### config.mk
export PLATFORM = sky130hd
export DESIGN_NAME = cflts_div
export DESIGN_NICKNAME = d
export VERILOG_FILES = /design/src/design/cflts_pkg.sv /design/src/design/cflts_div.sv
export SDC_FILE = /design/constraint.sdc
export NUM_CORES = 1
export LEC_CHECK = 0
export BUFFER_PORTS_ARGS = -buffer_cell sky130_fd_sc_hd__buf_2
export CAP_MARGIN = 5
export CORE_MARGIN = 5
export CORE_UTILIZATION = 25
export DETAILED_ROUTE_END_ITERATION = 8
export PLACE_DENSITY_LB_ADDON = 0.2
export RECOVER_POWER = 25
export SYNTH_ARGS = -nofsm -noshare
export SYNTH_HDL_FRONTEND = slang
export SYNTH_SLANG_ARGS = --single-unit
### constraint.sdc
create_clock -name clk -period 4.35 [get_ports clk]
set_clock_uncertainty 0.05 [all_clocks]
set_input_delay 0.2175 -clock clk [delete_from_list [all_inputs] [get_ports clk]]
set_output_delay 0.2175 -clock clk [all_outputs]
set_load 0.02 [all_outputs]
### src/design/cflts_pkg.sv
package cflts_pkg;

    localparam int HALF_W = 32;
    localparam int WORD_W = 64;
    localparam int PROD_W = 128;
    localparam int SUM_W  = 40;

    function automatic logic [HALF_W-1:0] sat32(input logic [WORD_W-1:0] v);
        logic [HALF_W-1:0] r;
        r = (v[WORD_W-1:HALF_W] != '0) ? {HALF_W{1'b1}} : v[HALF_W-1:0];
        return r;
    endfunction

endpackage

### src/design/cflts_div.sv
module cflts_div
    import cflts_pkg::*;
#(
    parameter int FRACTION_BITS = 16
)
(
    input  logic              clk,
    input  logic              rst_n,
    input  logic              start,
    input  logic [HALF_W:0]   num,
    input  logic [WORD_W-1:0] den,
    output logic [WORD_W-1:0] quo,
    output logic              done
);

    localparam int NUM_W = HALF_W + 1 + FRACTION_BITS;
    localparam int CNT_W = $clog2(NUM_W + 1);

    logic [NUM_W-1:0]  sh_reg;
    logic [NUM_W-1:0]  q_reg;
    logic [NUM_W-1:0]  q_next;
    logic [WORD_W:0]   rem_reg;
    logic [WORD_W:0]   trial;
    logic [WORD_W:0]   rem_next;
    logic [WORD_W-1:0] den_reg;
    logic [WORD_W-1:0] out_reg;
    logic [CNT_W-1:0]  cnt_reg;
    logic              busy_reg;
    logic              done_reg;
    logic              ge;

    always_comb
    begin
        trial    = {rem_reg[WORD_W-1:0], sh_reg[NUM_W-1]};
        ge       = trial >= {1'b0, den_reg};
        rem_next = ge ? (trial - {1'b0, den_reg}) : trial;
        q_next   = {q_reg[NUM_W-2:0], ge};
    end

    always_ff @(posedge clk or negedge rst_n)
    begin
        if (!rst_n)
        begin
            busy_reg <= 1'b0;
            done_reg <= 1'b0;
            cnt_reg  <= '0;
        end
        else
        begin
            done_reg <= 1'b0;
            if (start)
            begin
                if (num == '0 || den == '0)
                begin
                    done_reg <= 1'b1;
                end
                else
                begin
                    busy_reg <= 1'b1;
                    cnt_reg  <= CNT_W'(NUM_W);
                end
            end
            else if (busy_reg)
            begin
                cnt_reg <= cnt_reg - CNT_W'(1);
                if (cnt_reg == CNT_W'(1))
                begin
                    busy_reg <= 1'b0;
                    done_reg <= 1'b1;
                end
            end
        end
    end

    always_ff @(posedge clk)
    begin
        if (start)
        begin
            sh_reg  <= {num, {FRACTION_BITS{1'b0}}};
            rem_reg <= '0;
            q_reg   <= '0;
            den_reg <= den;
            if (num == '0)
            begin
                out_reg <= '0;
            end
            else if (den == '0)
            begin
                out_reg <= {WORD_W{1'b1}};
            end
        end
        else if (busy_reg)
        begin
            sh_reg  <= {sh_reg[NUM_W-2:0], 1'b0};
            rem_reg <= rem_next;
            q_reg   <= q_next;
            if (cnt_reg == CNT_W'(1))
            begin
                out_reg <= {{(WORD_W-NUM_W){1'b0}}, q_next};
            end
        end
    end

    assign quo  = out_reg;
    assign done = done_reg;

endmodule

==> impl_metrics.yaml <==
yosys:
  synth_edf_count: 147
  synth-seq-area-share_pct: 47.5
  synth-async-reset-ratio_pct: 3.00
  syn_area_mm2: 0.0144
  ffs_latches_synth: 267
  library_cell_occupying_the_most_area_in_the_post_synthesis_netlist: "sky130_fd_sc_hd__edfxtp_1"
  post-synth-top-area-fraction_pct: 30.6
  post_synth_inst_count: 1480
  synth_top_cells_by_area: "sky130_fd_sc_hd__edfxtp_1 31%, sky130_fd_sc_hd__dfxtp_1 16%, sky130_fd_sc_hd__nor2_1 6.5%"
  total_of_warnings_raised_by_yosys: 0
  count_of_distinct_cell_types_in_the_synthesized_netlist: 70
  synthesis.nets: 1647
  syn-mean-instance-area_um2: 9.76
  synth_top_flop_cell: "sky130_fd_sc_hd__edfxtp_1"
layout:
  num_antenna_cells: 0
  layout-drive-gt1-share_pct: 12.7
  final_nets: 1876
  syn2layout_area_growth_pct: 24.6
  fillerInstances: 6053
  post-route-util_pct: 31.3
job:
  cap_violations: 2
timing:
  fin_crit_sh_pct: 87.7
  final_max_slew_viol_count: 100
  period_needed_ns: 3.81
  hold_viol: 0
  worst_slew_pin_slew_ns: 2.92
  finalSetupTns_ns: 0
  maxSlewHeadroom_pct: -94.5
  report.final.setup_viol: 0
  clock.fmax_ghz: 0.262
  unrepaired_setup_endpoints_after_global_routing: "no"
floorplan:
  ioPinCount: 165
  core-area_mm2: 0.0575
  fp.dieH_um: 250
  die_area_mm2: 0.0627
  chipWidth_um: 250
  initial_core_utilization_pct: 25.1
  num_rows: 88
clocking:
  cts_post_setup_buffers_inserted: 0
  cts.repair.resized: 0
  cts_tree: "done"
  clkLatencyLatePin_ns: 0.54
  root_driver: "sky130_fd_sc_hd__clkbuf_16"
  htree_levels: 2
  clock_buffer_count_from_cts: 34
  cts_hold_buffers: 98
  clock_sink_count: 267
  path_clk_slew_ns: 0.06
  ctsLongestPathBuffers: 3
setup_path:
  crit_path_frequent_cell: "sky130_fd_sc_hd__a211oi_1"
  worstPathMaxFanout: 18
  path_delay_family: "compound AO/OA/AOI/OAI gates"
  critPathLaunchType: "flop"
  cp_num_buf_inv: 2
  worst_path_cell_chain: "inv_1 > ha_1 > nand2_2 > nor4_4 > nor4b_2 > o211ai_1 > a211oi_1 > o21a_2 > a221o_4 > buf_4 > mux2i_1 > a211oi_1"
  required_time_worst_endpoint_ns: 4.55
  worst_path_largest_cell_delay_ns: 0.45
  crit_path_top_delay_cell: "sky130_fd_sc_hd__a211oi_1"
  critPathKind: "reg2reg"
  timing.critical_path.arrival_ns: 4.01
  endpoint_kind: "flop"
global_route:
  grt_pass1_vias: 11637
  grt.total_usage_pct: 12.9
  grt_first_pass_wirelength_um: 66000
  grt_remaining_overflow: 0
  antenna_found_initial: 1
  grt_start_max_net_pins: 93
placement:
  place_congestion: 0.831
  numPortBuffers: 164
  detailed_place_hpwl_um: 29200
power_and_ir_drop:
  cellLeakagePower_nw: 7.33
  max-vdd-ir-drop_mv: 0.206
  power_density_mw_per_mm2: 523
worst_hold_path:
  holdCritPathClass: "in2reg"
run_status:
  failing_checks: "capacitance limit, slew limit"
  outcome: "complete, but fails checks"
route:
  vias: 11544
  drt_wl_total_um: 41200
  drt_first_pass_iters: 5
  avgViaCountPerCell: 4.62
  iteration_0_drc_markers: 789
  postRouteAntennaNets: 0
  wl_per_cell_um: 16.5
  route.detailed.drc: 0
kinds of logic after synthesis:
logic type               Yosys count  synth area share (%)
AO/OA/AOI/OAI                    314                  14.2
XOR/XNOR                          62                  3.76
adder cells (fa/ha/maj)           67                  5.85
buffers and inverters            179                  5.59
flip-flops                       267                  47.5
multiplexers                     121                  8.68
AND/OR/NAND/NOR                  470                  14.5
synth_stat cells, types with 8 or more instances:
| master | instances |
|---|---|
| sky130_fd_sc_hd__a211oi_1 | 47 |
| sky130_fd_sc_hd__ha_1 | 66 |
| sky130_fd_sc_hd__clkbuf_1 | 55 |
| sky130_fd_sc_hd__xor2_1 | 19 |
| sky130_fd_sc_hd__mux2_2 | 33 |
| sky130_fd_sc_hd__nor4_1 | 32 |
| sky130_fd_sc_hd__buf_4 | 14 |
| sky130_fd_sc_hd__dfxtp_1 | 112 |
| sky130_fd_sc_hd__inv_1 | 92 |
| sky130_fd_sc_hd__o21ai_1 | 23 |
| sky130_fd_sc_hd__xnor2_1 | 43 |
| sky130_fd_sc_hd__edfxtp_1 | 147 |
| sky130_fd_sc_hd__nor2_1 | 251 |
| sky130_fd_sc_hd__buf_6 | 10 |
| sky130_fd_sc_hd__nand4_1 | 27 |
| sky130_fd_sc_hd__o21bai_1 | 20 |
| sky130_fd_sc_hd__nand3_1 | 13 |
| sky130_fd_sc_hd__a21oi_1 | 85 |
| sky130_fd_sc_hd__nor3_1 | 13 |
| sky130_fd_sc_hd__and2_1 | 9 |
| sky130_fd_sc_hd__nand2_1 | 90 |
| sky130_fd_sc_hd__mux2i_1 | 87 |
| sky130_fd_sc_hd__dfrtp_1 | 8 |
| sky130_fd_sc_hd__a21o_1 | 20 |
| sky130_fd_sc_hd__o21ai_0 | 46 |
stage by stage:
step | instance area (µm²) | total power [mW] | instances | hold slack (ns) | setup WS [ns]
3_5_place_dp | 16000 | 6.50 | 2340 | 0.0237 | 0.633
6_report | 18000 | 9.41 | 2499 | 0.0807 | 0.537
2_1_floorplan | 14400 | 5.75 | 1480 | -0.128 | 0.489
3_3_place_gp | 16000 | 6.49 | 2340 | 0.0217 | 0.674
5_1_grt | 18000 | 10.1 | 2499 | 0.0600 | 0.206
4_1_cts | 18100 | 9.55 | 2499 | 0.000216 | 0.613
final cells by class:
| cell class | instances | area, µm² | area share [%] |
|---|---|---|---|
| clock buffer | 47 | 951 | 5.28 |
| clock inverter | 14 | 180 | 1.00 |
| inverter | 92 | 345 | 1.92 |
| multi-input combinational | 1034 | 6810 | 37.9 |
| sequential | 267 | 6860 | 38.1 |
| tap | 765 | 957 | 5.32 |
| timing repair buffer | 280 | 1890 | 10.5 |
path summary, 6_finish.rpt:
kind	startpoint	to	slack, ns	cells after the start
setup reg to reg	den_reg[17]$_DFFE_PP_	rem_reg[34]$_SDFFE_PP0P_	0.54	12
hold / removal	num[32]	sh_reg[48]$_DFFE_PP_	0.08	2
max in group asynchronous	rst_n	cnt_reg[1]$_DFFE_PN0P_	3.31	3
setup / recovery	den_reg[17]$_DFFE_PP_	rem_reg[34]$_SDFFE_PP0P_	0.54	12
hold reg to reg	rem_reg[18]$_SDFFE_PP0P_	rem_reg[18]$_SDFFE_PP0P_	0.42	2
min in group asynchronous	rst_n	done$_DFF_PN0_	0.10	2
metal layers:
metal	global-route usage, %	wire length (µm)	vias to the layer above
met3	2.32	1810	58
met1	17.7	19200	5522
met5	0	0	-
li1	-	-	5763
met4	3.79	999	0
met2	20.9	19100	201
cell usage in the layout (no fill, tap or decap), types with 73 or more instances in the layout:
| cell type | synthesis | layout |
|---|---|---|
| sky130_fd_sc_hd__a21oi_1 | 85 | 85 |
| sky130_fd_sc_hd__nand2_1 | 90 | 90 |
| sky130_fd_sc_hd__buf_2 | 6 | 101 |
| sky130_fd_sc_hd__edfxtp_1 | 147 | 147 |
| sky130_fd_sc_hd__nor2_1 | 251 | 251 |
| sky130_fd_sc_hd__inv_1 | 92 | 92 |
| sky130_fd_sc_hd__dlygate4sd3_1 | 0 | 98 |
| sky130_fd_sc_hd__mux2i_1 | 87 | 87 |
| sky130_fd_sc_hd__dfxtp_1 | 112 | 112 |
| sky130_fd_sc_hd__clkbuf_1 | 55 | 73 |
where the power goes:
group          leakage, nW  total (mW)  internal, mW  switching [mW]
Clock                0.549        2.89          1.77            1.12
Combinational         4.36        3.32          1.39            1.93
Sequential            2.43        3.20          2.99           0.213
(Power assumes the default switching activity.)
