<file path="src/design/cflts_pkg.sv">
package cflts_pkg;

    localparam int HALF_W = 32;
    localparam int WORD_W = 64;
    localparam int PROD_W = 128;
    localparam int SUM_W  = 40;

    function automatic logic [HALF_W-1:0] sat32(input logic [WORD_W-1:0] v);
        logic [HALF_W-1:0] r;
        r = (v[WORD_W-1:HALF_W] != '0) ? {HALF_W{1'b1}} : v[HALF_W-1:0];
        return r;
    endfunction

endpackage

</file>
<file path="src/design/cflts_mul.sv">
module cflts_mul
    import cflts_pkg::*;
(
    input  logic              clk,
    input  logic              rst_n,
    input  logic              start,
    input  logic [WORD_W-1:0] a,
    input  logic [WORD_W-1:0] b,
    output logic [PROD_W-1:0] prod,
    output logic              done
);

    logic [WORD_W-1:0] a_reg;
    logic [WORD_W-1:0] b_reg;
    logic [PROD_W-1:0] acc_reg;
    logic [PROD_W-1:0] acc_next;
    logic [1:0]        cnt_reg;
    logic              busy_reg;
    logic              done_reg;
    logic [HALF_W-1:0] pa;
    logic [HALF_W-1:0] pb;
    logic [WORD_W-1:0] pp;
    logic [PROD_W-1:0] pp_shift;

    always_comb
    begin
        pa = cnt_reg[0] ? a_reg[WORD_W-1:HALF_W] : a_reg[HALF_W-1:0];
        pb = cnt_reg[1] ? b_reg[WORD_W-1:HALF_W] : b_reg[HALF_W-1:0];
        pp = {{HALF_W{1'b0}}, pa} * {{HALF_W{1'b0}}, pb};
        case (cnt_reg)
            2'd0:    pp_shift = {{WORD_W{1'b0}}, pp};
            2'd3:    pp_shift = {pp, {WORD_W{1'b0}}};
            default: pp_shift = {{HALF_W{1'b0}}, pp, {HALF_W{1'b0}}};
        endcase
        acc_next = acc_reg + pp_shift;
    end

    always_ff @(posedge clk or negedge rst_n)
    begin
        if (!rst_n)
        begin
            busy_reg <= 1'b0;
            done_reg <= 1'b0;
            cnt_reg  <= '0;
        end
        else
        begin
            done_reg <= 1'b0;
            if (start)
            begin
                busy_reg <= 1'b1;
                cnt_reg  <= '0;
            end
            else if (busy_reg)
            begin
                cnt_reg <= cnt_reg + 2'd1;
                if (cnt_reg == 2'd3)
                begin
                    busy_reg <= 1'b0;
                    done_reg <= 1'b1;
                end
            end
        end
    end

    always_ff @(posedge clk)
    begin
        if (start)
        begin
            a_reg   <= a;
            b_reg   <= b;
            acc_reg <= '0;
        end
        else if (busy_reg)
        begin
            acc_reg <= acc_next;
        end
    end

    assign prod = acc_reg;
    assign done = done_reg;

endmodule

</file>
<file path="config.mk">
export PLATFORM = sky130hd
export DESIGN_NAME = cflts_mul
export DESIGN_NICKNAME = d
export VERILOG_FILES = /design/src/design/cflts_pkg.sv /design/src/design/cflts_mul.sv
export SDC_FILE = /design/constraint.sdc
export NUM_CORES = 2
export LEC_CHECK = 0
export BUFFER_PORTS_ARGS = -buffer_cell sky130_fd_sc_hd__buf_2
export CAP_MARGIN = 10
export CORE_ASPECT_RATIO = 1.25
export CORE_UTILIZATION = 50
export CTS_CLUSTER_SIZE = 28
export DETAILED_ROUTE_END_ITERATION = 6
export GPL_ROUTABILITY_DRIVEN = 0
export GPL_TIMING_DRIVEN = 0
export HOLD_SLACK_MARGIN = 0.15
export PLACE_DENSITY = 0.69
export SETUP_SLACK_MARGIN = 0.05
export SLEW_MARGIN = 0
export SYNTH_ARGS = -nofsm -noshare
export SYNTH_HDL_FRONTEND = slang
export SYNTH_SLANG_ARGS = --single-unit
export TNS_END_PERCENT = 100
</file>
<file path="constraint.sdc">
create_clock -name clk -period 13.8 [get_ports clk]
set_input_delay 0 -clock clk [delete_from_list [all_inputs] [get_ports clk]]
set_output_delay 0 -clock clk [all_outputs]
set_load 0.03 [all_outputs]
</file>
==> key figures <==
Logic synthesis
  – Number of different library cells in the post-synthesis netlist: between 80 and 90
  – Most instantiated flip-flop cell in the synthesis netlist: sky130_fd_sc_hd__edfxtp_1
  – Yosys warnings: 0
  – Number of storage elements in the synthesis netlist: 260
  – Dominant cells by area after synthesis: sky130_fd_sc_hd__fa_1, sky130_fd_sc_hd__ha_1, sky130_fd_sc_hd__edfxtp_1, sky130_fd_sc_hd__inv_1, sky130_fd_sc_hd__nor2_1
  – Count of flip-flops with a built-in enable after synthesis: 128
  – Share of the yosys chip area belonging to registers: 12.8%
  – Cells after Synth: 5825
  – Largest area contributor in the netlist: sky130_fd_sc_hd__fa_1
  – Post-synth top area share: 35.3%
  – Mapped Avg Cell Area: 8.72 µm²
  – Net count of the mapped netlist: 7252
  – Proportion of synthesized flip-flops having asynchronous set or reset: 1.54%
  – Cell area after technology mapping: 50800 µm²

Detailed routing
  – Top layer in use: met5
  – Metal2 WL: 86800 µm
  – DRC violations left: 22
  – Number of nets with antenna violations after routing: 0
  – Wire length reported by the detailed router: 200000 µm
  – Number of detailed-route iterations in the first pass: 7
  – Via-to-Cell Ratio: 6.06
  – Met3 routed WL: 25500 µm
  – Vias post-DR: 46.8k
  – Wire length the detailed router placed on met1: 67500 µm
  – 1st-iter DRT viols: around 5.1k
  – Routed length per placed instance: 25.9 µm

Worst setup path
  – Type of the worst setup path: flop to flop
  – Category of the worst setup path launch point: flop
  – Worst-path fanout max: 10
  – Largest stage delay on the critical path: 0.60 ns
  – Worst-case register-to-register setup slack: 0.23 ns
  – Arrival time of the worst setup path: 14.06 ns
  – Kind of capture point of the worst setup path: flop
  – Worst flop-to-flop path endpoint: prod[120]
  – Worst-path cell with the longest stage delay: sky130_fd_sc_hd__fa_1
  – Most repeated library cell on the critical path: sky130_fd_sc_hd__fa_1
  – Launch point of the worst reg-to-reg path: cnt_reg[1]
  – Required time of the critical path: 14.29 ns
  – R2R cell count: 41

GRT
  – Remaining Overflow, GRT: 0
  – GRT Resource Usage Total: between 30% and 40%
  – Global-route wire length before repair: 296000 µm
  – Pin count of the biggest net entering global routing: 94
  – Number of antenna violations at the first check in global routing: 5
  – Number of global-route vias before repair: 47.3k

Min path
  – Startpoint of the most critical hold path: b[57]
  – Number of cells on the worst hold path: 2
  – Hold Path Sink: b_reg[57]
  – Type of the tightest min-delay check: input port to flop

STA
  – Fmax achieved: 73.7 MHz
  – Worst-case clock skew: 0.0191 ns
  – Max-slew violations: 0
  – Final setup violating endpoints: 0
  – Number of hold violations in the final report: 0
  – RSZ-0062 raised after global routing: no
  – Time the worst path needs with I/O delays and setup: 13.57 ns
  – Tightest Pin Transition: 1.37 ns
  – PnR worst setup slack: 0.234 ns
  – Relative slew margins: 8.51%
  – Post-route fraction of the period consumed by the critical path: between 90% and 100%

Clocking
  – Clock insertion delay at the later pin of the skew report: 0.61 ns
  – Root Buffer: sky130_fd_sc_hd__clkbuf_16
  – H-tree depth reported by CTS: 2
  – Clock Tree Buf Depth: 3
  – Num CTS Buffers: 35
  – Clock slew seen by the registers of the worst setup and hold paths: around 0.060 ns
  – CTS tree: built
  – Clock sink count: 260

Placed design
  – Placed wire-length estimate after detailed placement: 162000 µm
  – Number of input and output port buffers inserted: 259
  – Place WS: -2.97 ns

Cells and area
  – Share of layout cells above drive strength 1: approximately a tenth
  – Layout fillers: roughly 8.9k
  – Number of flip-flops in the largest register: 128
  – Final Net Count: 7801
  – Area growth from synthesis to layout: 15.1%

Floorplanning
  – Die height: 358 µm
  – Number of top-level pins: 260
  – Core Box Area: ~100000 µm²
  – Cell Rows: 130
  – Initial Util: 50.5%
  – Overall die area: 103000 µm²
  – Die X: 287 µm

Run
  – Max_cap viols: 0

Status
  – Result of the run: finished with violations
  – Violations in the final reports: DRC
==> cells in the final DEF (no fill, tap or decap), types with 55 or more instances in the layout <==
| master | instances |
|---|---|
| sky130_fd_sc_hd__dlygate4sd3_1 | 245 |
| sky130_fd_sc_hd__ha_1 | 399 |
| sky130_fd_sc_hd__fa_1 | 897 |
| sky130_fd_sc_hd__dfxtp_1 | 128 |
| sky130_fd_sc_hd__nor2_1 | 816 |
| sky130_fd_sc_hd__edfxtp_1 | 128 |
| sky130_fd_sc_hd__nand2_1 | 661 |
| sky130_fd_sc_hd__o21ai_0 | 191 |
| sky130_fd_sc_hd__clkbuf_1 | 177 |
| sky130_fd_sc_hd__mux2i_1 | 71 |
| sky130_fd_sc_hd__and2_1 | 64 |
| sky130_fd_sc_hd__mux2_2 | 55 |
| sky130_fd_sc_hd__inv_1 | 896 |
| sky130_fd_sc_hd__clkbuf_2 | 70 |
| sky130_fd_sc_hd__xnor2_1 | 93 |
| sky130_fd_sc_hd__xor2_1 | 61 |
| sky130_fd_sc_hd__buf_2 | 273 |
| sky130_fd_sc_hd__a21oi_1 | 272 |
| sky130_fd_sc_hd__a21o_1 | 103 |
| sky130_fd_sc_hd__nand4_1 | 82 |
==> critical path: cells and delay by family, from the launching register on <==
family                   cells  cell delay, ns
XOR/XNOR                     1            0.11
adder cells (fa/ha/maj)     10            4.53
AND/OR/NAND/NOR              4            1.01
multiplexers                 1            0.45
AO/OA/AOI/OAI               17            4.77
buffers and inverters        8            2.17
flip-flops                   1            0.36
==> layer usage <==
layer / global-route usage, % / vias to the layer above
li1: - / 19795
met1: 46.0 / 22842
met2: 61.1 / 3222
met3: 11.8 / 945
met4: 29.6 / 6
met5: 0 / -
==> worst max-delay path by stage <==
| stage | startpoint | end | slack, ns | cells after the start |
|---|---|---|---|---|
| final | cnt_reg[1] | prod[120] | 0.23 | 41 |
| after global routing | cnt_reg[1] | prod[120] | 0.04 | 40 |
| after CTS | cnt_reg[1] | prod[120] | 0.05 | 39 |
| after detailed placement | cnt_reg[0] | prod[120] | -2.97 | 42 |
| after global placement | cnt_reg[0] | prod[120] | -3.00 | 42 |
| after floorplan | cnt_reg[0] | prod[120] | 2.20 | 40 |
==> area by class of cell <==
class | instances | area (µm²) | area share (%)
Inverter | 896 | 3360 | 5.75
Clock inverter | 17 | 186 | 0.319
Clock buffer | 47 | 992 | 1.70
Timing Repair Buffer | 524 | 3980 | 6.80
Buffer | 288 | 1290 | 2.20
Antenna cell | 3 | 7.51 | 0.0128
Tap cell | 1320 | 1650 | 2.82
Sequential cell | 260 | 6510 | 11.1
Multi-Input combinational cell | 4369 | 40500 | 69.3
==> what timing repair did <==
| item | in CTS | in global routing |
|---|---|---|
| pin swaps | 0 | 4 |
| hold buffers | 245 | 0 |
| endpoints found under the setup margin | 89 | 47 |
| setup buffers | 0 | 6 |
| hold endpoints to repair | 168 | 0 |
| resized for setup | 156 | 119 |
==> Yosys cell counts (6+ instances only) <==
library cell / count
sky130_fd_sc_hd__a211o_1: 7
sky130_fd_sc_hd__a211oi_1: 20
sky130_fd_sc_hd__a21boi_0: 10
sky130_fd_sc_hd__a21o_1: 103
sky130_fd_sc_hd__a21oi_1: 274
sky130_fd_sc_hd__a221oi_1: 8
sky130_fd_sc_hd__a22o_1: 54
sky130_fd_sc_hd__a31oi_1: 23
sky130_fd_sc_hd__and2_1: 64
sky130_fd_sc_hd__and3_1: 26
sky130_fd_sc_hd__and4_1: 9
sky130_fd_sc_hd__buf_1: 18
sky130_fd_sc_hd__buf_2: 12
sky130_fd_sc_hd__clkbuf_1: 266
sky130_fd_sc_hd__dfxtp_1: 128
sky130_fd_sc_hd__edfxtp_1: 128
sky130_fd_sc_hd__fa_1: 897
sky130_fd_sc_hd__ha_1: 399
sky130_fd_sc_hd__inv_1: 896
sky130_fd_sc_hd__mux2_1: 7
sky130_fd_sc_hd__mux2_2: 55
sky130_fd_sc_hd__mux2i_1: 121
sky130_fd_sc_hd__nand2_1: 661
sky130_fd_sc_hd__nand2b_1: 18
sky130_fd_sc_hd__nand3_1: 42
sky130_fd_sc_hd__nand4_1: 82
sky130_fd_sc_hd__nor2_1: 816
sky130_fd_sc_hd__nor2b_1: 16
sky130_fd_sc_hd__nor3_1: 41
sky130_fd_sc_hd__nor4_1: 15
sky130_fd_sc_hd__o2111ai_1: 8
sky130_fd_sc_hd__o211ai_1: 6
sky130_fd_sc_hd__o21a_1: 29
sky130_fd_sc_hd__o21ai_0: 193
sky130_fd_sc_hd__o21ai_1: 8
sky130_fd_sc_hd__o21bai_1: 51
sky130_fd_sc_hd__o22ai_1: 9
sky130_fd_sc_hd__o31ai_1: 13
sky130_fd_sc_hd__or2_2: 12
sky130_fd_sc_hd__or3_1: 14
sky130_fd_sc_hd__xnor2_1: 100
sky130_fd_sc_hd__xor2_1: 70
==> kinds of logic (layout without fill, tap and decap cells) <==
family,count (synthesis),count (layout),share of synthesized area [%]
AND/OR/NAND/NOR,1837,1837,15.3
adder cells (fa/ha/maj),1296,1296,45.2
buffers and inverters,1196,1772,8.89
AO/OA/AOI/OAI,883,883,11.1
flip-flops,260,260,12.8
multiplexers,183,183,3.76
XOR/XNOR,170,170,2.93
other,0,3,0
==> metrics by stage <==
step / hold WS (ns) / util (%) / setup TNS [ns] / instance area, µm² / cells
after detailed placement: -0.168 / 53.7 / -111.06 / 54000 / 7418
after global placement: -0.170 / 53.5 / -114.97 / 53800 / 7404
after floorplan: -0.296 / - / 0 / 50800 / 5825
after global routing: 0.172 / 58.2 / 0 / 58500 / 7721
final: 0.172 / 58.2 / 0 / 58500 / 7724
after CTS: 0.151 / 57.8 / 0 / 58100 / 7719
Power is not shown: default switching activity piles up to over one toggle a cycle in this logic, so the estimate is an artifact.
