$ cat src/design/cflts_pkg.sv
package cflts_pkg;

    localparam int HALF_W = 32;
    localparam int WORD_W = 64;
    localparam int PROD_W = 128;
    localparam int SUM_W  = 40;

    function automatic logic [HALF_W-1:0] sat32(input logic [WORD_W-1:0] v);
        logic [HALF_W-1:0] r;
        r = (v[WORD_W-1:HALF_W] != '0) ? {HALF_W{1'b1}} : v[HALF_W-1:0];
        return r;
    endfunction

endpackage

$ cat src/design/cflts_sqrt.sv
module cflts_sqrt
    import cflts_pkg::*;
(
    input  logic              clk,
    input  logic              rst_n,
    input  logic              start,
    input  logic [WORD_W-1:0] x,
    output logic [HALF_W-1:0] root,
    output logic              done
);

    logic [WORD_W-1:0] x_reg;
    logic [WORD_W-1:0] r_reg;
    logic [WORD_W-1:0] bit_reg;
    logic [WORD_W-1:0] t;
    logic [4:0]        cnt_reg;
    logic              busy_reg;
    logic              done_reg;
    logic              take;

    always_comb
    begin
        t    = r_reg + bit_reg;
        take = x_reg >= t;
    end

    always_ff @(posedge clk or negedge rst_n)
    begin
        if (!rst_n)
        begin
            busy_reg <= 1'b0;
            done_reg <= 1'b0;
            cnt_reg  <= '0;
        end
        else
        begin
            done_reg <= 1'b0;
            if (start)
            begin
                busy_reg <= 1'b1;
                cnt_reg  <= '0;
            end
            else if (busy_reg)
            begin
                cnt_reg <= cnt_reg + 5'd1;
                if (cnt_reg == 5'd31)
                begin
                    busy_reg <= 1'b0;
                    done_reg <= 1'b1;
                end
            end
        end
    end

    always_ff @(posedge clk)
    begin
        if (start)
        begin
            x_reg   <= x;
            r_reg   <= '0;
            bit_reg <= {2'b01, {(WORD_W-2){1'b0}}};
        end
        else if (busy_reg)
        begin
            if (take)
            begin
                x_reg <= x_reg - t;
                r_reg <= (r_reg >> 1) + bit_reg;
            end
            else
            begin
                r_reg <= r_reg >> 1;
            end
            bit_reg <= bit_reg >> 2;
        end
    end

    assign root = r_reg[HALF_W-1:0];
    assign done = done_reg;

endmodule

$ cat config.mk
export PLATFORM = sky130hd
export DESIGN_NAME = cflts_sqrt
export DESIGN_NICKNAME = d
export VERILOG_FILES = /design/src/design/cflts_pkg.sv /design/src/design/cflts_sqrt.sv
export SDC_FILE = /design/constraint.sdc
export NUM_CORES = 1
export LEC_CHECK = 0
export BUFFER_PORTS_ARGS = -buffer_cell sky130_fd_sc_hd__buf_2
export CORE_AREA = 2 2 121 240
export CTS_CLUSTER_SIZE = 30
export DETAILED_ROUTE_END_ITERATION = 6
export DIE_AREA = 0 0 123 242
export GPL_TIMING_DRIVEN = 0
export PLACE_DENSITY_LB_ADDON = 0.15
export SLEW_MARGIN = 20
export SYNTH_ARGS = -nofsm -noshare
export SYNTH_HDL_FRONTEND = slang
export SYNTH_SLANG_ARGS = --single-unit
export TNS_END_PERCENT = 5
$ cat constraint.sdc
create_clock -name clk -period 6.8 [get_ports clk]
set_clock_uncertainty 0.05 [all_clocks]
set_input_delay 1.02 -clock clk [delete_from_list [all_inputs] [get_ports clk]]
set_output_delay 1.02 -clock clk [all_outputs]
set_load 0.01 [all_outputs]
==> metrics.cfg, run 1 <==
[outcome]
status = finished, final reports clean

[clock_tree]
cts_buffer_depth = 2
worstSkewPairLatency_ns = 0.46
clock-sinks = 167
tritoncts = built
htreeDepth = 4
clockRootBuffer = clkbuf_16
clk_pin_slew_worst_paths_ns = 0.07
cts_inserted_buffers = 17

[setup_path]
cp.depth = 23
crit_required_ns = 6.89
critPathSlowestCell = dfxtp_1
critPathCaptureType = register
r2r_cells = 23
r2r_slack_ns = 0.06
critPathTopFamily = simple AND/OR/NAND/NOR gates
cp.buffers_inverters = 4
cp-start-kind = register
crit_type = reg2reg
arrival_ns = 6.83
worst_path_largest_cell_delay_ns = 0.60
crit_fanout = 35
crit_path_cell_trace = ha_1, nand2_1, nor4_4, o211ai_1, a311oi_2, o21ba_2, or2_1, nand2_1, nor3_1, o21ai_0, xor2_1, ha_1, clkbuf_1, nand3_1, nor4_4, nand3_2, a211oi_4, buf_4, nor3_4, clkbuf_4, nor2b_4, or2_4, buf_12

[detailed_routing]
drc_errors = 0
vias_per_cell = 6.30
first_pass_iters = 6
route.vias.total = 14800
wl_per_cell_um = 22.1
drtAntennaViolNets = 0
wl_mm = 51.9
drt_iter0_drc = 790

[grt]
grt_overflow = 0
antenna_found_initial = 1
grt_usage_pct = 34.8
first_global_vias = 14900
grt_max_degree = 36
grt_pass1_wl_mm = 79.0

[cells_and_area]
drive_above_1_share_pct = 12.6
area_growth_pct = 11.3
fin_util_pct = 59.8
diodes = 0
final_nets = 2177

[logic_synthesis]
synthFlopType = dfxtp_1
seq_area_frac_synth_pct = 26.6
synth_cells = 1855
synth_area_leaders = dfxtp_1 (13%), edfxtp_1 (13%), ha_1 (11%)
synth_seq_cells = 167
synth_area_leader_cell = dfxtp_1
synth_top_cell_area_share_pct = 12.7
synth_fp_nets = 2055
synth_cell_types = 93
yosys-top-cells-count = nand2_1 (193), nor2_1 (173), o21ai_0 (142)
synth-edff-count = 64
yosysMostFrequentCell = nand2_1
async_reset_ff_share_pct = 4.19
synth_warnings = 0
syn_avg_cell_area_sq_um = 8.13
netlist_area_sq_mm = 0.0151

[sta]
max_slew_margin_pct = 22.1
setup_violations = 0
report.final.slew_viol_count = 0
fin_crit_ns = 6.74
worst_slew_pin_slew_ns = 1.17
fin_crit_sh_pct = 99.1
hold_violations = 0
fmax_mhz = 148
setup_ws_ns = 0.0613

[floorplanning]
start_util_pct = 53.7
die-area_sq_mm = 0.0298
die_h_um = 242
core_area_sq_mm = 0.0281
fp.dieW_um = 123
ios = 100
fp-row-count = 87

[placement]
dp_hpwl_mm = 40.5
dp_worst_setup_slack_ns = -1.37
gp_congestion = 0.963
port_buffers = 99

[run]
max-cap-violations = 0

[power]
p_leak_nw = 7.01
powerDensity_mw_per_mm2 = 372
irDropWorstVdd_mv = 0.369

[min_path]
min_path_type = in2async

-- cells in the final DEF, fill, tap and decap left out, drive strengths merged, types with 75 or more instances in the layout --
| master | synthesis | routed |
|---|---|---|
| clkbuf | 77 | 97 |
| dfxtp | 96 | 96 |
| buf | 54 | 156 |
| xor2 | 83 | 83 |
| nand2 | 194 | 194 |
| ha | 132 | 132 |
| a21oi | 121 | 121 |
| o21ai | 174 | 174 |
| xnor2 | 75 | 75 |
| nor2 | 175 | 175 |
-- where the power goes --
part           internal (mW)  leakage, nW  switching [mW]
combinational           1.38         5.19            2.37
clock                  0.513        0.285           0.473
sequential              1.39         1.53           0.128
total                   3.28         7.01            2.97
-- what timing repair did --
action | 4_1_cts | 5_1_grt
cloned | 1 | 0
hold buffers | 0 | 0
endpoints found under the setup margin | 128 | 107
hold endpoints to repair | 0 | 0
pin swaps | 1 | 2
setup buffers | 2 | 2
gates resized for setup | 11 | 14
-- logic make-up after synthesis --
kind of cell             synth area share, %
adder cells (fa/ha/maj)                 11.1
multiplexers                            3.53
AND/OR/NAND/NOR                         17.9
AO/OA/AOI/OAI                           26.5
buffers and inverters                   5.22
flip-flops                              26.6
XOR/XNOR                                9.17
-- per-layer routing --
layer,wire (um),GRT usage (%)
met5,13,0
met4,4040,24.9
met3,2470,6.05
met2,27900,64.8
met1,17500,32.7
-- path summary, 6_finish.rpt --
path	startpoint	endpoint
setup / recovery	r_reg[28]$_SDFFE_PP0P_	x_reg[34]$_DFFE_PP_
hold / removal	rst_n	cnt_reg[2]$_DFFE_PN0P_
setup reg to reg	r_reg[28]$_SDFFE_PP0P_	x_reg[34]$_DFFE_PP_
hold reg to reg	bit_reg[62]$_SDFFE_PP1P_	bit_reg[62]$_SDFFE_PP1P_
max in group asynchronous	rst_n	busy_reg$_DFF_PN0_
min in group clk	bit_reg[62]$_SDFFE_PP1P_	bit_reg[62]$_SDFFE_PP1P_
-- layout make-up --
cell class | count | area [sq um]
buffer | 129 | 653
clock buffer | 20 | 478
clock inverter | 12 | 83.8
fill | 2653 | 11300
inverter | 35 | 131
multi-input combinational | 1523 | 10400
sequential | 167 | 4020
tap | 356 | 445
timing repair buffer | 104 | 558
-- worst reg2reg max path, stage by stage (launching register included) --
cell and delay [ns]:
dfxtp_1 0.60, ha_1 0.32, nand2_1 0.16, nor4_4 0.45
o211ai_1 0.37, a311oi_2 0.44, o21ba_2 0.20, or2_1 0.25
nand2_1 0.18, nor3_1 0.17, o21ai_0 0.12, xor2_1 0.18
ha_1 0.28, clkbuf_1 0.28, nand3_1 0.27, nor4_4 0.43
nand3_2 0.23, a211oi_4 0.20, buf_4 0.19, nor3_4 0.06
clkbuf_4 0.24, nor2b_4 0.28, or2_4 0.20, buf_12 0.22
-- metrics by stage --
stage               cells  hold slack [ns]  TNS (ns)  instance area, sq um  power [mW]
detailed placement   2311            0.449   -102.36                 16000        5.16
CTS                  2346            0.320         0                 16700        6.19
floorplan            1855            0.413         0                 15100        4.12
finish               2346            0.335         0                 16800        6.25
global route         2346            0.323     -1.14                 16800        6.63
global placement     2310            0.450   -156.57                 16000        5.09
Note: power is estimated with default switching activity, not from simulation.
==> run 2, diff against run 1 <==
Settings changed: CTS_BUF_LIST set to sky130_fd_sc_hd__clkbuf_2 sky130_fd_sc_hd__clkbuf_4 sky130_fd_sc_hd__clkbuf_8, RECOVER_POWER set to 100.
==> metrics.cfg, run 2 (synthesized netlist as in run 1, its figures left out) <==
[clock_tree]
cts_inserted_buffers = 17
worstSkewPairLatency_ns = 0.52
cts_hold_buffers = 0
clock-sinks = 167
cts_buffer_depth = 2
htreeDepth = 4
tritoncts = built
clk_pin_slew_worst_paths_ns = 0.10
clockRootBuffer = clkbuf_8

[power]
powerDensity_mw_per_mm2 = 360
p_leak_nw = 6.89
totalPowerFinal_mw = 5.96
irDropWorstVdd_mv = 0.368

[detailed_routing]
first_pass_iters = 7
drt_iter0_drc = 827
drc_errors = 11
wl_per_cell_um = 22.1
vias_per_cell = 6.30
drtAntennaViolNets = 0
route.vias.total = 14800
wl_mm = 51.9

[sta]
max_slew_margin_pct = 20.1
hold_violations = 0
fmax_mhz = 147
worst_slew_pin_slew_ns = 1.20
setup_violations = 0
fin_crit_sh_pct = 99.7
report.final.slew_viol_count = 0
fin_crit_ns = 6.78
tns_ns = 0

[cells_and_area]
fin_cells = 2347
mostFrequentLayoutCells = nand2_1 (193), nor2_1 (173), o21ai_0 (155)
area_growth_pct = 9.75
layout_commonest_cell = nand2_1
drive_above_1_share_pct = 11.7
fin_util_pct = 58.9
finish.instance_area_sq_mm = 0.0166
final_nets = 2177
fillers = 2696

[run]
max-cap-violations = 0

[min_path]
min_path_type = in2async

[placement]
port_buffers = 99
dp_cells = 2311
gp_congestion = 0.963
dp_hpwl_mm = 40.5
placed_area_sq_mm = 0.0160

[grt]
grt_overflow = 0
grt_usage_pct = 34.7
antenna_found_initial = 2
grt_max_degree = 36
grt_pass1_wl_mm = 78.9
first_global_vias = 14900

[setup_path]
crit_type = reg2reg
arrival_ns = 6.93
crit_required_ns = 6.95
critPathCaptureType = register
crit_fanout = 35
cp-start-kind = register

[floorplanning]
core_area_sq_mm = 0.0281
die-area_sq_mm = 0.0298
start_util_pct = 53.7
fp.dieW_um = 123
ios = 100
die_h_um = 242
fp-row-count = 87

[outcome]
status = complete, but fails checks
violations = DRC

==> run 2: cell count changes in the layout (fill, tap and decap cells not counted), sizes merged <==
cell,change
bufinv,+1
buf,-39
diode,+1
clkbuf,+38
==> run 2: stage by stage <==
| step | hold slack [ns] | worst slack, ns |
|---|---|---|
| 2_1_floorplan | 0.413 | 0.875 |
| 3_3_place_gp | 0.450 | -2.06 |
| 3_5_place_dp | 0.449 | -1.37 |
| 4_1_cts | 0.253 | 0.0268 |
| 5_1_grt | 0.340 | -0.0522 |
| 6_report | 0.349 | 0.0183 |
==> run 2: critical path: stages (launching register included) <==
cell	delay [ns]
dfxtp_1	0.61
ha_1	0.31
nand2_1	0.15
nor4_4	0.44
o211ai_1	0.37
a311oi_2	0.45
o21ba_2	0.20
or2_1	0.24
nand2_1	0.17
nor3_1	0.17
o21ai_0	0.13
xor2_1	0.18
ha_1	0.28
clkbuf_1	0.28
nand3_1	0.28
nor4_4	0.44
nand3_2	0.24
a211oi_4	0.20
buf_4	0.20
nor3_4	0.06
clkbuf_4	0.24
nor2b_4	0.28
or2_4	0.20
buf_12	0.22
==> run 2: area by class of cell <==
cell class                 instances  area, sq um  area share [%]
antenna                            1         2.50          0.0151
buffer                           129          649            3.92
clock buffer                      19          262            1.58
clock inverter                    13          114           0.688
inverter                          35          131           0.794
multi-input combinational       1523        10400            62.7
sequential                       167         4020            24.3
tap                              356          445            2.69
timing repair buffer             104          547            3.30
==> run 2: per-layer routing <==
layer | GRT usage (%) | vias to the layer above | part of all wire, %
li1 | - | 7041 | -
met1 | 32.9 | 7032 | 34
met2 | 64.6 | 504 | 54
met3 | 5.70 | 197 | 4.7
met4 | 24.9 | 2 | 7.8
met5 | 0 | - | 0.025
==> run 2: final timing paths <==
kind / start / end / slack [ns] / cells after the start
worst max-delay path: r_reg[28]$_SDFFE_PP0P_ / x_reg[34]$_DFFE_PP_ / 0.02 / 23
worst min-delay path: rst_n / cnt_reg[4]$_DFFE_PN0P_ / 0.35 / 1
worst max register to register: r_reg[28]$_SDFFE_PP0P_ / x_reg[34]$_DFFE_PP_ / 0.02 / 23
worst min register to register: bit_reg[62]$_SDFFE_PP1P_ / bit_reg[62]$_SDFFE_PP1P_ / 0.47 / 2
max in group asynchronous: rst_n / busy_reg$_DFF_PN0_ / 6.04 / 1
min in group clk: bit_reg[62]$_SDFFE_PP1P_ / bit_reg[62]$_SDFFE_PP1P_ / 0.47 / 2
==> run 2: timing repair <==
item                                    in CTS  in global routing
gates cloned                                 1                  0
setup buffers                                2                  2
endpoints found under the setup margin     128                109
pin swaps                                    1                  2
resized for setup                           11                 16
==> run 2: where the power goes <==
| group | switching, mW | internal (mW) | total, mW |
|---|---|---|---|
| Sequential | 0.127 | 1.38 | 1.51 |
| Clock | 0.439 | 0.313 | 0.752 |
| Combinational | 2.34 | 1.36 | 3.70 |
| Total | 2.91 | 3.05 | 5.96 |
